## config.mk

```make
export PLATFORM = sky130hd
export DESIGN_NAME = dct_coeff_run_length_symbolizer
export DESIGN_NICKNAME = d
export VERILOG_FILES = /design/src/rtl/drls_pkg.sv /design/src/rtl/drls_front.sv /design/src/rtl/drls_fifo.sv /design/src/rtl/drls_back.sv /design/src/rtl/dct_coeff_run_length_symbolizer.sv
export SDC_FILE = /design/constraint.sdc
export NUM_CORES = 1
export LEC_CHECK = 0
export BUFFER_PORTS_ARGS = -buffer_cell sky130_fd_sc_hd__buf_2
export CAP_MARGIN = 20
export CORE_MARGIN = 3
export CORE_UTILIZATION = 49
export CTS_BUF_LIST = sky130_fd_sc_hd__clkbuf_4 sky130_fd_sc_hd__clkbuf_8 sky130_fd_sc_hd__clkbuf_16
export DETAILED_ROUTE_END_ITERATION = 6
export PLACE_DENSITY = 0.66
export SLEW_MARGIN = 10
export SYNTH_ARGS = -nofsm -noshare
export SYNTH_HDL_FRONTEND = slang
export SYNTH_SLANG_ARGS = --single-unit
```

## constraint.sdc

```tcl
create_clock -name clk_i -period 7.06 [get_ports clk_i]
set_input_delay 0.353 -clock clk_i [delete_from_list [all_inputs] [get_ports clk_i]]
set_output_delay 0.353 -clock clk_i [all_outputs]
set_load 0.005 [all_outputs]
```

## src/rtl/drls_pkg.sv

```systemverilog
`timescale 1ns / 1ps

package drls_pkg;

  localparam int BLOCK_COEFFS = 64;
  localparam int POS_W        = (BLOCK_COEFFS > 2) ? $clog2(BLOCK_COEFFS) : 1;
  localparam int RUN_W        = 6;
  localparam int CMD_DEPTH    = 4;
  localparam int CMD_PTR_W    = $clog2(CMD_DEPTH);
  localparam int CMD_CNT_W    = $clog2(CMD_DEPTH + 1);

  localparam logic [POS_W-1:0] POS_LAST    = POS_W'(BLOCK_COEFFS - 1);
  localparam logic [RUN_W-1:0] RUN_CAP     = '1;
  localparam logic [CMD_CNT_W-1:0] CMD_FULL = CMD_CNT_W'(CMD_DEPTH);

  typedef enum logic [1:0] {
    KIND_DC  = 2'd0,
    KIND_AC  = 2'd1,
    KIND_ZRL = 2'd2,
    KIND_EOB = 2'd3
  } kind_e;

  typedef struct packed {
    logic signed [11:0] coeff;
    logic               restart_predictor;
  } in_item_t;

  typedef struct packed {
    kind_e       kind;
    logic [3:0]  run;
    logic [3:0]  size;
    logic [11:0] amplitude_bits;
    logic        last;
  } out_item_t;

  // One command per item that yields results: leading ZRL count, then one symbol.
  typedef struct packed {
    logic [1:0]  zrl_count;
    kind_e       kind;
    logic [3:0]  run;
    logic [3:0]  size;
    logic [11:0] amplitude_bits;
  } cmd_t;

  typedef struct packed {
    logic push;
    cmd_t cmd;
  } cmd_wr_t;

  // Bit length of the magnitude of a 13-bit signed value.
  function automatic logic [3:0] mag_size(logic signed [12:0] v);
    logic [12:0] m;
    logic [3:0]  s;
    m = v[12] ? 13'(-v) : 13'(v);
    s = '0;
    for (int i = 0; i < 13; i++) begin
      if (m[i]) begin
        s = 4'(i + 1);
      end
    end
    return s;
  endfunction

  // Low size bits of the value, or of value minus one when negative.
  function automatic logic [11:0] amp_bits(logic signed [12:0] v, logic [3:0] size);
    logic [12:0] u;
    logic [12:0] mask;
    u    = v[12] ? 13'(v - 13'sd1) : 13'(v);
    mask = (13'd1 << size) - 13'd1;
    return u[11:0] & mask[11:0];
  endfunction

endpackage

```

## src/rtl/drls_front.sv

```systemverilog
`timescale 1ns / 1ps

module drls_front (
  input  logic               clk_i,
  input  logic               rst_ni,
  input  logic               accept_i,
  input  drls_pkg::in_item_t in_item_i,
  output drls_pkg::cmd_wr_t  cmd_wr_o
);
  import drls_pkg::*;

  logic [POS_W-1:0]  pos_q, pos_d;
  logic [RUN_W-1:0]  zero_run_q, zero_run_d;
  logic signed [11:0] prev_dc_q, prev_dc_d;

  logic               final_pos;
  logic signed [12:0] dc_pred;
  logic signed [12:0] value;
  logic [3:0]         value_size;

  assign final_pos = (pos_q == POS_LAST);
  assign dc_pred   = in_item_i.restart_predictor ? 13'sd0 : 13'(prev_dc_q);
  // DC codes the difference to the predictor; AC codes the coefficient itself.
  assign value      = (pos_q == '0) ? 13'(in_item_i.coeff) - dc_pred
                                    : 13'(in_item_i.coeff);
  assign value_size = mag_size(value);

  always_comb begin
    pos_d      = pos_q;
    zero_run_d = zero_run_q;
    prev_dc_d  = prev_dc_q;
    cmd_wr_o.push               = 1'b0;
    cmd_wr_o.cmd.zrl_count      = '0;
    cmd_wr_o.cmd.kind           = KIND_DC;
    cmd_wr_o.cmd.run            = '0;
    cmd_wr_o.cmd.size           = value_size;
    cmd_wr_o.cmd.amplitude_bits = amp_bits(value, value_size);
    if (accept_i) begin
      if (pos_q == '0) begin
        cmd_wr_o.push = 1'b1;
        prev_dc_d     = in_item_i.coeff;
        zero_run_d    = '0;
      end else if (in_item_i.coeff == '0) begin
        if (zero_run_q != RUN_CAP) begin
          zero_run_d = zero_run_q + 1'b1;
        end
        if (final_pos) begin
          cmd_wr_o.push               = 1'b1;
          cmd_wr_o.cmd.kind           = KIND_EOB;
          cmd_wr_o.cmd.size           = '0;
          cmd_wr_o.cmd.amplitude_bits = '0;
        end
      end else begin
        cmd_wr_o.push          = 1'b1;
        cmd_wr_o.cmd.kind      = KIND_AC;
        cmd_wr_o.cmd.zrl_count = zero_run_q[5:4];
        cmd_wr_o.cmd.run       = zero_run_q[3:0];
        zero_run_d             = '0;
      end
      if (final_pos) begin
        pos_d      = '0;
        zero_run_d = '0;
      end else begin
        pos_d = pos_q + 1'b1;
      end
    end
  end

  always_ff @(posedge clk_i or negedge rst_ni) begin
    if (!rst_ni) begin
      pos_q      <= '0;
      zero_run_q <= '0;
      prev_dc_q  <= '0;
    end else begin
      pos_q      <= pos_d;
      zero_run_q <= zero_run_d;
      prev_dc_q  <= prev_dc_d;
    end
  end

endmodule

```

## src/rtl/drls_fifo.sv

```systemverilog
`timescale 1ns / 1ps

module drls_fifo (
  input  logic              clk_i,
  input  logic              rst_ni,
  input  drls_pkg::cmd_wr_t cmd_wr_i,
  input  logic              rd_i,
  output logic              valid_o,
  output logic              full_o,
  output drls_pkg::cmd_t    cmd_o
);
  import drls_pkg::*;

  cmd_t                 mem_q [CMD_DEPTH];
  logic [CMD_PTR_W-1:0] wr_ptr_q, rd_ptr_q;
  logic [CMD_CNT_W-1:0] count_q;
  logic                 do_rd;

  assign valid_o = (count_q != '0);
  assign full_o  = (count_q == CMD_FULL);
  assign cmd_o   = mem_q[rd_ptr_q];
  assign do_rd   = rd_i && valid_o;

  always_ff @(posedge clk_i) begin
    if (cmd_wr_i.push) begin
      mem_q[wr_ptr_q] <= cmd_wr_i.cmd;
    end
  end

  always_ff @(posedge clk_i or negedge rst_ni) begin
    if (!rst_ni) begin
      wr_ptr_q <= '0;
      rd_ptr_q <= '0;
      count_q  <= '0;
    end else begin
      if (cmd_wr_i.push) begin
        wr_ptr_q <= CMD_PTR_W'((32'(wr_ptr_q) + 1) % CMD_DEPTH);
      end
      if (do_rd) begin
        rd_ptr_q <= CMD_PTR_W'((32'(rd_ptr_q) + 1) % CMD_DEPTH);
      end
      count_q <= count_q + CMD_CNT_W'(cmd_wr_i.push) - CMD_CNT_W'(do_rd);
    end
  end

endmodule

```

## src/rtl/drls_back.sv

```systemverilog
`timescale 1ns / 1ps

module drls_back (
  input  logic                clk_i,
  input  logic                rst_ni,
  input  logic                cmd_valid_i,
  input  drls_pkg::cmd_t      cmd_i,
  output logic                cmd_rd_o,
  output logic                empty_o,
  input  logic                pop_i,
  output drls_pkg::out_item_t out_item_o
);
  import drls_pkg::*;

  cmd_t       cur_q;
  logic       valid_q;
  logic [1:0] zrl_left_q;
  logic       take;
  logic       cmd_done;

  assign take     = pop_i && valid_q;
  assign cmd_done = !valid_q || (take && zrl_left_q == '0);
  assign cmd_rd_o = cmd_valid_i && cmd_done;
  assign empty_o  = !valid_q;

  always_comb begin
    if (zrl_left_q != '0) begin
      out_item_o.kind           = KIND_ZRL;
      out_item_o.run            = '0;
      out_item_o.size           = '0;
      out_item_o.amplitude_bits = '0;
      out_item_o.last           = 1'b0;
    end else begin
      out_item_o.kind           = cur_q.kind;
      out_item_o.run            = cur_q.run;
      out_item_o.size           = cur_q.size;
      out_item_o.amplitude_bits = cur_q.amplitude_bits;
      out_item_o.last           = 1'b1;
    end
  end

  always_ff @(posedge clk_i) begin
    if (cmd_rd_o) begin
      cur_q <= cmd_i;
    end
  end

  always_ff @(posedge clk_i or negedge rst_ni) begin
    if (!rst_ni) begin
      valid_q    <= 1'b0;
      zrl_left_q <= '0;
    end else if (cmd_rd_o) begin
      valid_q    <= 1'b1;
      zrl_left_q <= cmd_i.zrl_count;
    end else if (take) begin
      if (zrl_left_q != '0) begin
        zrl_left_q <= zrl_left_q - 1'b1;
      end else begin
        valid_q <= 1'b0;
      end
    end
  end

endmodule

```

## src/rtl/dct_coeff_run_length_symbolizer.sv

```systemverilog
`timescale 1ns / 1ps

// Run-length symbolizer for quantized DCT coefficients in zigzag order, one
// coefficient per input transfer and BLOCK_COEFFS coefficients per block, the
// first of each block being DC. Each block yields one DC symbol (size and
// amplitude bits of the difference to the previous DC, or to zero when
// restart_predictor is set), then for each nonzero AC coefficient up to three
// ZRL symbols and a run/size pair, and an EOB when the block ends in zeros.
// The last field marks the final symbol caused by one coefficient.
// Rate: one coefficient is taken every cycle while full is low. An item that
// yields k ZRL symbols holds the result side for k + 1 symbols, one symbol per
// pop; the four-entry command queue between classifier and symbol expander
// soaks up these bursts, and full rises only when that queue is full. The
// first symbol of an accepted coefficient passes through the command queue and
// then the expander's command register before it reaches the result ports.

module dct_coeff_run_length_symbolizer (
  input  logic                clk_i,
  input  logic                rst_ni,
  input  logic                push,
  output logic                full,
  input  drls_pkg::in_item_t  in_item_i,
  output logic                empty,
  input  logic                pop,
  output drls_pkg::out_item_t out_item_o
);
  import drls_pkg::*;

  cmd_wr_t cmd_wr;
  cmd_t    cmd_head;
  logic    cmd_valid;
  logic    cmd_rd;
  logic    accept;

  // Transfer in whenever the command queue has room.
  assign accept = push && !full;

  // Front: track block position, zero run and DC predictor; classify.
  drls_front u_front (
    .clk_i     (clk_i),
    .rst_ni    (rst_ni),
    .accept_i  (accept),
    .in_item_i (in_item_i),
    .cmd_wr_o  (cmd_wr)
  );

  // Decouple the classifier from the symbol expander.
  drls_fifo u_fifo (
    .clk_i    (clk_i),
    .rst_ni   (rst_ni),
    .cmd_wr_i (cmd_wr),
    .rd_i     (cmd_rd),
    .valid_o  (cmd_valid),
    .full_o   (full),
    .cmd_o    (cmd_head)
  );

  // Back: expand each command into ZRL symbols and its final symbol.
  drls_back u_back (
    .clk_i       (clk_i),
    .rst_ni      (rst_ni),
    .cmd_valid_i (cmd_valid),
    .cmd_i       (cmd_head),
    .cmd_rd_o    (cmd_rd),
    .empty_o     (empty),
    .pop_i       (pop),
    .out_item_o  (out_item_o)
  );

  // A ZRL is never the last symbol of its command: a symbol must follow.
  a_zrl_followed: assert property (@(posedge clk_i) disable iff (!rst_ni)
    pop && !empty && out_item_o.kind == KIND_ZRL |=> !empty)
    else $error("ZRL transfer not followed by a symbol");

  // A full queue means the expander already holds a command.
  a_full_not_empty: assert property (@(posedge clk_i) disable iff (!rst_ni)
    full |-> !empty)
    else $error("command queue full while result side empty");

  // ZRL never carries last; every other kind always does.
  a_last_kind: assert property (@(posedge clk_i) disable iff (!rst_ni)
    !empty |-> (out_item_o.last == (out_item_o.kind != KIND_ZRL)))
    else $error("last flag inconsistent with symbol kind");

endmodule
```

==> results.yml, run 1 <==
clocking:
  h-tree-depth: 4
  cts_resized: 0
  clk_pin_slew_ns: 0.06
  cts_setup_buffers: 0
  root_buffer: "clkbuf_16"
  cts_inserted_buffers: 17
  cts_tree: "built"
  cts_buffer_depth: 2
  cts-hold-fix-buffers: 0
  clk_latency_ns: 0.42
  clock_sinks: 152
die:
  die_h_um: 134
  core_area_um2: 15900
  die_w_um: 134
  die_area_um2: 18000
  start_util_pct: 50.4
  fp-row-count: 46
  ioPinCount: 42
sta:
  setup_ws_ns: 1.38
  final-setup-viol-count: 0
  slew_headroom_pct: 32.0
  slew_violations: 0
  hold_viol: 0
  finalCritPeriodShare_pct: 80.4
  fmax_mhz: 176
  fin_skew_ns: 0.0130
  post-route-min-period_ns: 5.68
  worst_slew_pin_slew_ns: 1.00
  holdWs_ns: 0.00518
  fin_tns_setup_ns: 0
  rsz0062_at_grt: "no"
worst_setup_path:
  critPathSlowestCell: "a2111oi_0"
  arrival_ns: 5.77
  cp.required_ns: 7.16
  crit_chain: "inv_1 -> ha_1 -> or4b_1 -> or2_0 -> buf_4 -> a21oi_1 -> ha_1 -> o211ai_1 -> nor4_2 -> nor3b_2 -> o22ai_1 -> a21o_1 -> a21oi_1 -> nand2b_1 -> ha_1 -> a2111oi_0"
  path_max_fanout: 32
  crit_top_cell: "ha_1"
  path_delay_family: "compound AO/OA/AOI/OAI gates"
  worstSetupStartpointType: "register"
  crit_type: "register to register"
  end_kind: "register"
  max_stage_delay_ns: 0.69
  path_buf_inv: 2
routing:
  ant_nets: 0
  drt-initial-drc-count: 359
  drc: 0
  num_vias: 5304
  viasPerCell: 5.87
  drt-total-wl_um: 16500
  drt_pass1_iterations: 4
  routedWlPerCell_um: 18.2
placement:
  place_area_um2: 8480
  place.gp.congestion: 0.859
  dp_cells: 872
  pre_cts_ws_ns: 1.21
  portBuffers: 41
  post-dp-hpwl_um: 11700
grt:
  antenna_found_initial: 0
  grt_pass1_wl_um: 27400
  grt_pass1_vias: 5262
  overflow: 0
  grt_max_degree: 35
  grt_util_all_layers_pct: 19.6
cells_and_area:
  multi_input_area_um2: 3450
  num-fill-cells: 1299
  layout.cells.non_filler: 904
  drive_gt1_share_pct: 21.7
  fin_util_pct: 57.0
  final_cell_mix: "118 x edfxtp_1, 41 x buf_2, 39 x nand2_1"
  syn2layout_area_growth_pct: 13.2
  seqCellArea_um2: 4390
  fin_nets: 718
  final_common_cell: "edfxtp_1"
  antenna_cells: 0
  fin_area_um2: 9090
synthesis:
  ys_ff_latch: 152
  synth_fp_nets: 673
  ys_types: 76
  ys_warn_count: 0
  syn_inst: 630
  ys_async_sr_fraction_pct: 22.4
  seq_area_frac_synth_pct: 54.7
  synth_ff_type: "edfxtp_1"
  synth-edff-count: 118
  avgSynthCellArea_um2: 12.8
  netlist_area_um2: 8030
outcome:
  status: "completed"
pwr:
  peakVddDrop_uv: 189
  finalPower_mw: 3.76
  powerDensity_nw_per_um2: 414
  power.leakage_nw: 3.35
hold_path:
  min_path_type: "primary input to asynchronous set/reset pin"
job:
  drv_cap: 0
-- logic make-up after synthesis --
family                   after synthesis  share of synthesized area (%)
buffers and inverters                 46                           2.35
flip-flops                           152                           54.7
XOR/XNOR                              28                           3.05
adder cells (fa/ha/maj)               26                           4.24
AO/OA/AOI/OAI                        146                           13.1
multiplexers                          43                           9.30
AND/OR/NAND/NOR                      189                           13.2
-- flip-flops by register name (all words and copies together), names as in the netlist --
register	flops
u_back.valid_q	1
u_front.pos_q	6
u_fifo.rd_ptr_q	2
u_front.prev_dc_q	12
u_fifo.mem_q	96
u_back.zrl_left_q	2
u_back.cur_q	22
u_fifo.count_q	3
u_fifo.wr_ptr_q	2
u_front.zero_run_q	6
-- routing by layer --
layer,track usage (%),routed length [µm],up-vias
li1,-,-,2510
met1,26.5,7470,2619
met2,31.7,8060,160
met3,4.65,716,15
met4,5.94,202,0
met5,0,0,-
-- worst register-to-register path: cells and delay by family (launching register included) --
kind,cells,cell delay [ns]
compound gates,6,2.04
simple gates,5,1.82
fa+ha+maj,3,0.71
flops,1,0.44
buf+inv,2,0.32
-- cell type report --
type / count / share of cell area [%]
timing repair buffer: 51 / 3.08
sequential: 152 / 48.3
inverter: 21 / 0.867
clock inverter: 15 / 2.08
tap: 216 / 2.97
multi-input combinational: 432 / 38.0
clock buffer: 17 / 4.68
-- Yosys cell counts (all sizes together) (8+ instances only) --
cell,number,area [µm²]
edfxtp,118,3540
nand2,39,146
and2,35,219
dfrtp,34,851
o21ai,32,160
nor2,30,118
a21oi,25,125
ha,24,300
mux4,24,541
inv,21,78.8
nand2b,19,119
xnor2,19,166
clkbuf,15,56.3
nor3,15,80.1
mux2,13,146
o31ai,11,92.6
a21o,10,75.1
a31oi,10,75.1
buf,10,53.8
o22ai,9,62.6
xor2,9,78.8
nor2b,8,50.1
-- report_power, final --
group	switching [mW]	total (mW)	internal [mW]
combinational	0.840	1.42	0.582
sequential	0.102	1.41	1.31
clock	0.362	0.927	0.564
-- path summary, 6_finish.rpt --
kind	endpoint	startpoint	cells past startpoint	slack [ns]
max	u_fifo.mem_q[3][1]	u_front.pos_q[0]	16	1.38
min	u_fifo.wr_ptr_q[0]	rst_ni	1	0.005
max reg2reg	u_fifo.mem_q[3][1]	u_front.pos_q[0]	16	1.38
min reg2reg	u_front.prev_dc_q[0]	u_front.prev_dc_q[0]	2	0.48
max in group asynchronous	u_front.prev_dc_q[11]	rst_ni	1	6.57
min in group clk_i	u_front.prev_dc_q[5]	in_item_i[6]	2	0.24
Note: power is estimated with default switching activity, not from simulation.
==> run 2, diff against run 1 <==
--- a/config.mk
+++ b/config.mk
@@ -5,6 +5,7 @@
 export SDC_FILE = /design/constraint.sdc
 export NUM_CORES = 1
 export LEC_CHECK = 0
+export ABC_AREA = 1
 export BUFFER_PORTS_ARGS = -buffer_cell sky130_fd_sc_hd__buf_2
 export CAP_MARGIN = 20
 export CORE_MARGIN = 3
==> constraint.sdc (replaced) <==
create_clock -name clk_i -period 5.36 [get_ports clk_i]
set_input_delay 0.268 -clock clk_i [delete_from_list [all_inputs] [get_ports clk_i]]
set_output_delay 0.268 -clock clk_i [all_outputs]
set_load 0.005 [all_outputs]
==> run 2 against run 1 <==
  * Non-clock buffer count is 4 lower
  * Core utilization hardly changed
  * Clock power is 29% higher
  * Fmax is 38% higher
  * Final area is 0.73% higher
  * Register-to-register slack worse by 0.14 ns
  * Sequential share of layout area is 0.35 points lower
  * Global-route usage hardly changed
  * Cell count is 30% higher
  * Hold slack better by 0.14 ns
  * Critical path type unchanged
==> results.yml, run 2 <==
cells_and_area:
  fin_util_pct: 57.0
  largest_reg_flops: 96
  final_common_cell: "nand2_1"
  reg_top3: "u_fifo.mem_q: 96 flops, u_back.cur_q: 22 flops, u_front.prev_dc_q: 12 flops"
  fin_nets: 988
  syn2layout_area_growth_pct: 12.9
  drive_gt1_share_pct: 14.1
  final_cell_mix: "191 x nand2_1, 139 x inv_1, 118 x edfxtp_1"
  antenna_cells: 0
  fin_area_um2: 9160
  top_register: "u_fifo.mem_q"
  layout.cells.non_filler: 1174
clocking:
  clk_pin_slew_ns: 0.06
  clock_sinks: 152
  clk_latency_ns: 0.42
  cts_buffer_depth: 2
  cts_inserted_buffers: 17
  root_buffer: "clkbuf_16"
  cts_tree: "built"
  h-tree-depth: 4
  cts_resized: 0
pwr:
  switchingPower_mw: 1.71
  power.leakage_nw: 4.13
  p_sw_share_pct: 36.2
  pwr-share-seq_pct: 40.1
  p_comb_share_pct: 34.6
  p_clk_share_pct: 25.3
  powerDensity_nw_per_um2: 517
  finalPower_mw: 4.73
  p_int_mw: 3.02
  peakVddDrop_uv: 277
routing:
  drt-initial-drc-count: 387
  ant_nets: 0
  drt-total-wl_um: 17000
  drc: 0
  drt_pass1_iterations: 5
  routedWlPerCell_um: 14.5
  viasPerCell: 5.13
  num_vias: 6021
worst_setup_path:
  path_max_fanout: 19
  max_stage_delay_ns: 0.42
  rr_endpoint: "u_fifo.mem_q[1][6]"
  cp.required_ns: 5.60
  crit_top_cell: "nand2_1"
  r2r_slack_ns: 1.24
  critPathSlowestCell: "fa_1"
  arrival_ns: 4.36
  worstSetupStartpointType: "register"
  r2r_start: "u_front.prev_dc_q[0]"
  end_kind: "register"
  ff2ff_path_depth: 31
  crit_type: "register to register"
grt:
  overflow: 0
  grt_util_all_layers_pct: 19.6
  grt_pass1_wl_um: 27900
  grt_pass1_vias: 5543
  antenna_found_initial: 0
  grt_max_degree: 51
die:
  core_area_um2: 16100
  start_util_pct: 50.5
  die_area_um2: 18100
  die_w_um: 135
  fp-row-count: 46
  die_h_um: 135
  ioPinCount: 42
synthesis:
  seq_area_frac_synth_pct: 54.2
  avgSynthCellArea_um2: 9.00
  ys_async_sr_fraction_pct: 22.4
  synth_common_cells: "191 x nand2_1, 139 x inv_1, 118 x edfxtp_1"
  synth_top_area_share_pct: 43.7
  yosys.area.top_type: "edfxtp_1"
  syn_inst: 902
  synth.most_common_cell: "nand2_1"
  netlist_area_um2: 8110
  ys_warn_count: 0
  ys_types: 41
  synth_fp_nets: 945
  synth.area.top_cells: "edfxtp_1 44%, dfrtp_1 10%, nand2_1 8.8%, inv_1 6.4%, o21ai_0 4.7%"
  synth_ff_type: "edfxtp_1"
  synth-edff-count: 118
  ys_ff_latch: 152
sta:
  fin_tns_setup_ns: 0
  final-setup-viol-count: 0
  fmax_mhz: 243
  finalCritPeriodShare_pct: 76.8
  slew_violations: 0
  hold_viol: 0
  fin_skew_ns: 0.0124
  rsz0062_at_grt: "no"
  setup_ws_ns: 1.24
  post-route-min-period_ns: 4.12
  worst_slew_pin_slew_ns: 0.934
  holdWs_ns: 0.147
  slew_headroom_pct: 37.8
placement:
  portBuffers: 41
  post-dp-hpwl_um: 11600
  pre_cts_ws_ns: 1.15
  place_area_um2: 8550
  dp_cells: 1141
  place.gp.congestion: 0.936
hold_path:
  hold_end: "u_front.prev_dc_q[5]"
  worstHoldStart: "in_item_i[6]"
  hold_path_depth: 2
  min_path_type: "primary input to register"
job:
  drv_cap: 0
outcome:
  status: "completed"
==> run 2: cell types whose count changed after synthesis, moves of 10 or more <==
cell      change
a21o_1       -10
and2_1       -35
inv_1       +118
mux2_2       -11
mux4_2       -24
nand2_1     +152
nand2_2      +13
nand2b_1     -19
nand3_1      +39
nor2_1       +70
o21ai_0      +47
o22ai_1      +17
xnor2_1      -17
==> run 2: kinds of logic after synthesis <==
group	synth area share (%)
AND/OR/NAND/NOR	22.4
adder cells (fa/ha/maj)	4.19
buffers and inverters	8.22
flip-flops	54.2
AO/OA/AOI/OAI	9.25
XOR/XNOR	1.51
multiplexers	0.278
==> run 2: cell type report <==
| cell class | instances | area [µm²] |
|---|---|---|
| Timing Repair Buffer | 47 | 253 |
| Fill cell | 1400 | 6900 |
| Clock inverter | 12 | 155 |
| Tap cell | 216 | 270 |
| Clock buffer | 20 | 448 |
| Multi-Input combinational cell | 579 | 3080 |
| Inverter | 148 | 561 |
| Sequential cell | 152 | 4390 |
==> run 2: layer usage <==
layer | part of all wire [%] | track usage [%] | up-vias
met5 | 0 | 0 | -
met4 | 1.7 | 6.96 | 0
met3 | 4.6 | 4.47 | 21
met2 | 47 | 31.0 | 159
met1 | 47 | 26.7 | 2783
li1 | - | - | 3058
==> run 2: how the worst max path moves through the flow <==
stage	from	endpoint	cells after the start
floorplan	in_item_i[0]	u_fifo.mem_q[0][6]	30
global placement	in_item_i[0]	u_fifo.mem_q[1][6]	30
detailed placement	in_item_i[0]	u_fifo.mem_q[2][6]	29
CTS	u_front.pos_q[0]	u_fifo.mem_q[3][6]	31
global route	u_front.prev_dc_q[0]	u_fifo.mem_q[1][6]	31
finish	u_front.prev_dc_q[0]	u_fifo.mem_q[1][6]	31
==> run 2: power by group through the flow <==
stage	combinational (mW)	sequential (mW)	clock [mW]
final	1.64	1.90	1.20
after global routing	1.88	1.93	1.27
after CTS	1.66	1.90	1.21
after detailed placement	1.65	1.92	0
after global placement	1.63	1.92	0
after floorplan	1.20	1.87	0
==> run 2: worst max-delay path: cells and delay by family, from the launching register on <==
family / cells / cell delay [ns]
AND/OR/NAND/NOR: 21 / 2.18
buffers and inverters: 7 / 0.67
flip-flops: 1 / 0.35
adder cells (fa/ha/maj): 3 / 0.74
==> run 2: timing repair <==
action	in CTS	in global routing
hold buffers	1	0
buffers inserted	0	0
hold endpoints to repair	34	0
setup endpoints to repair	0	0
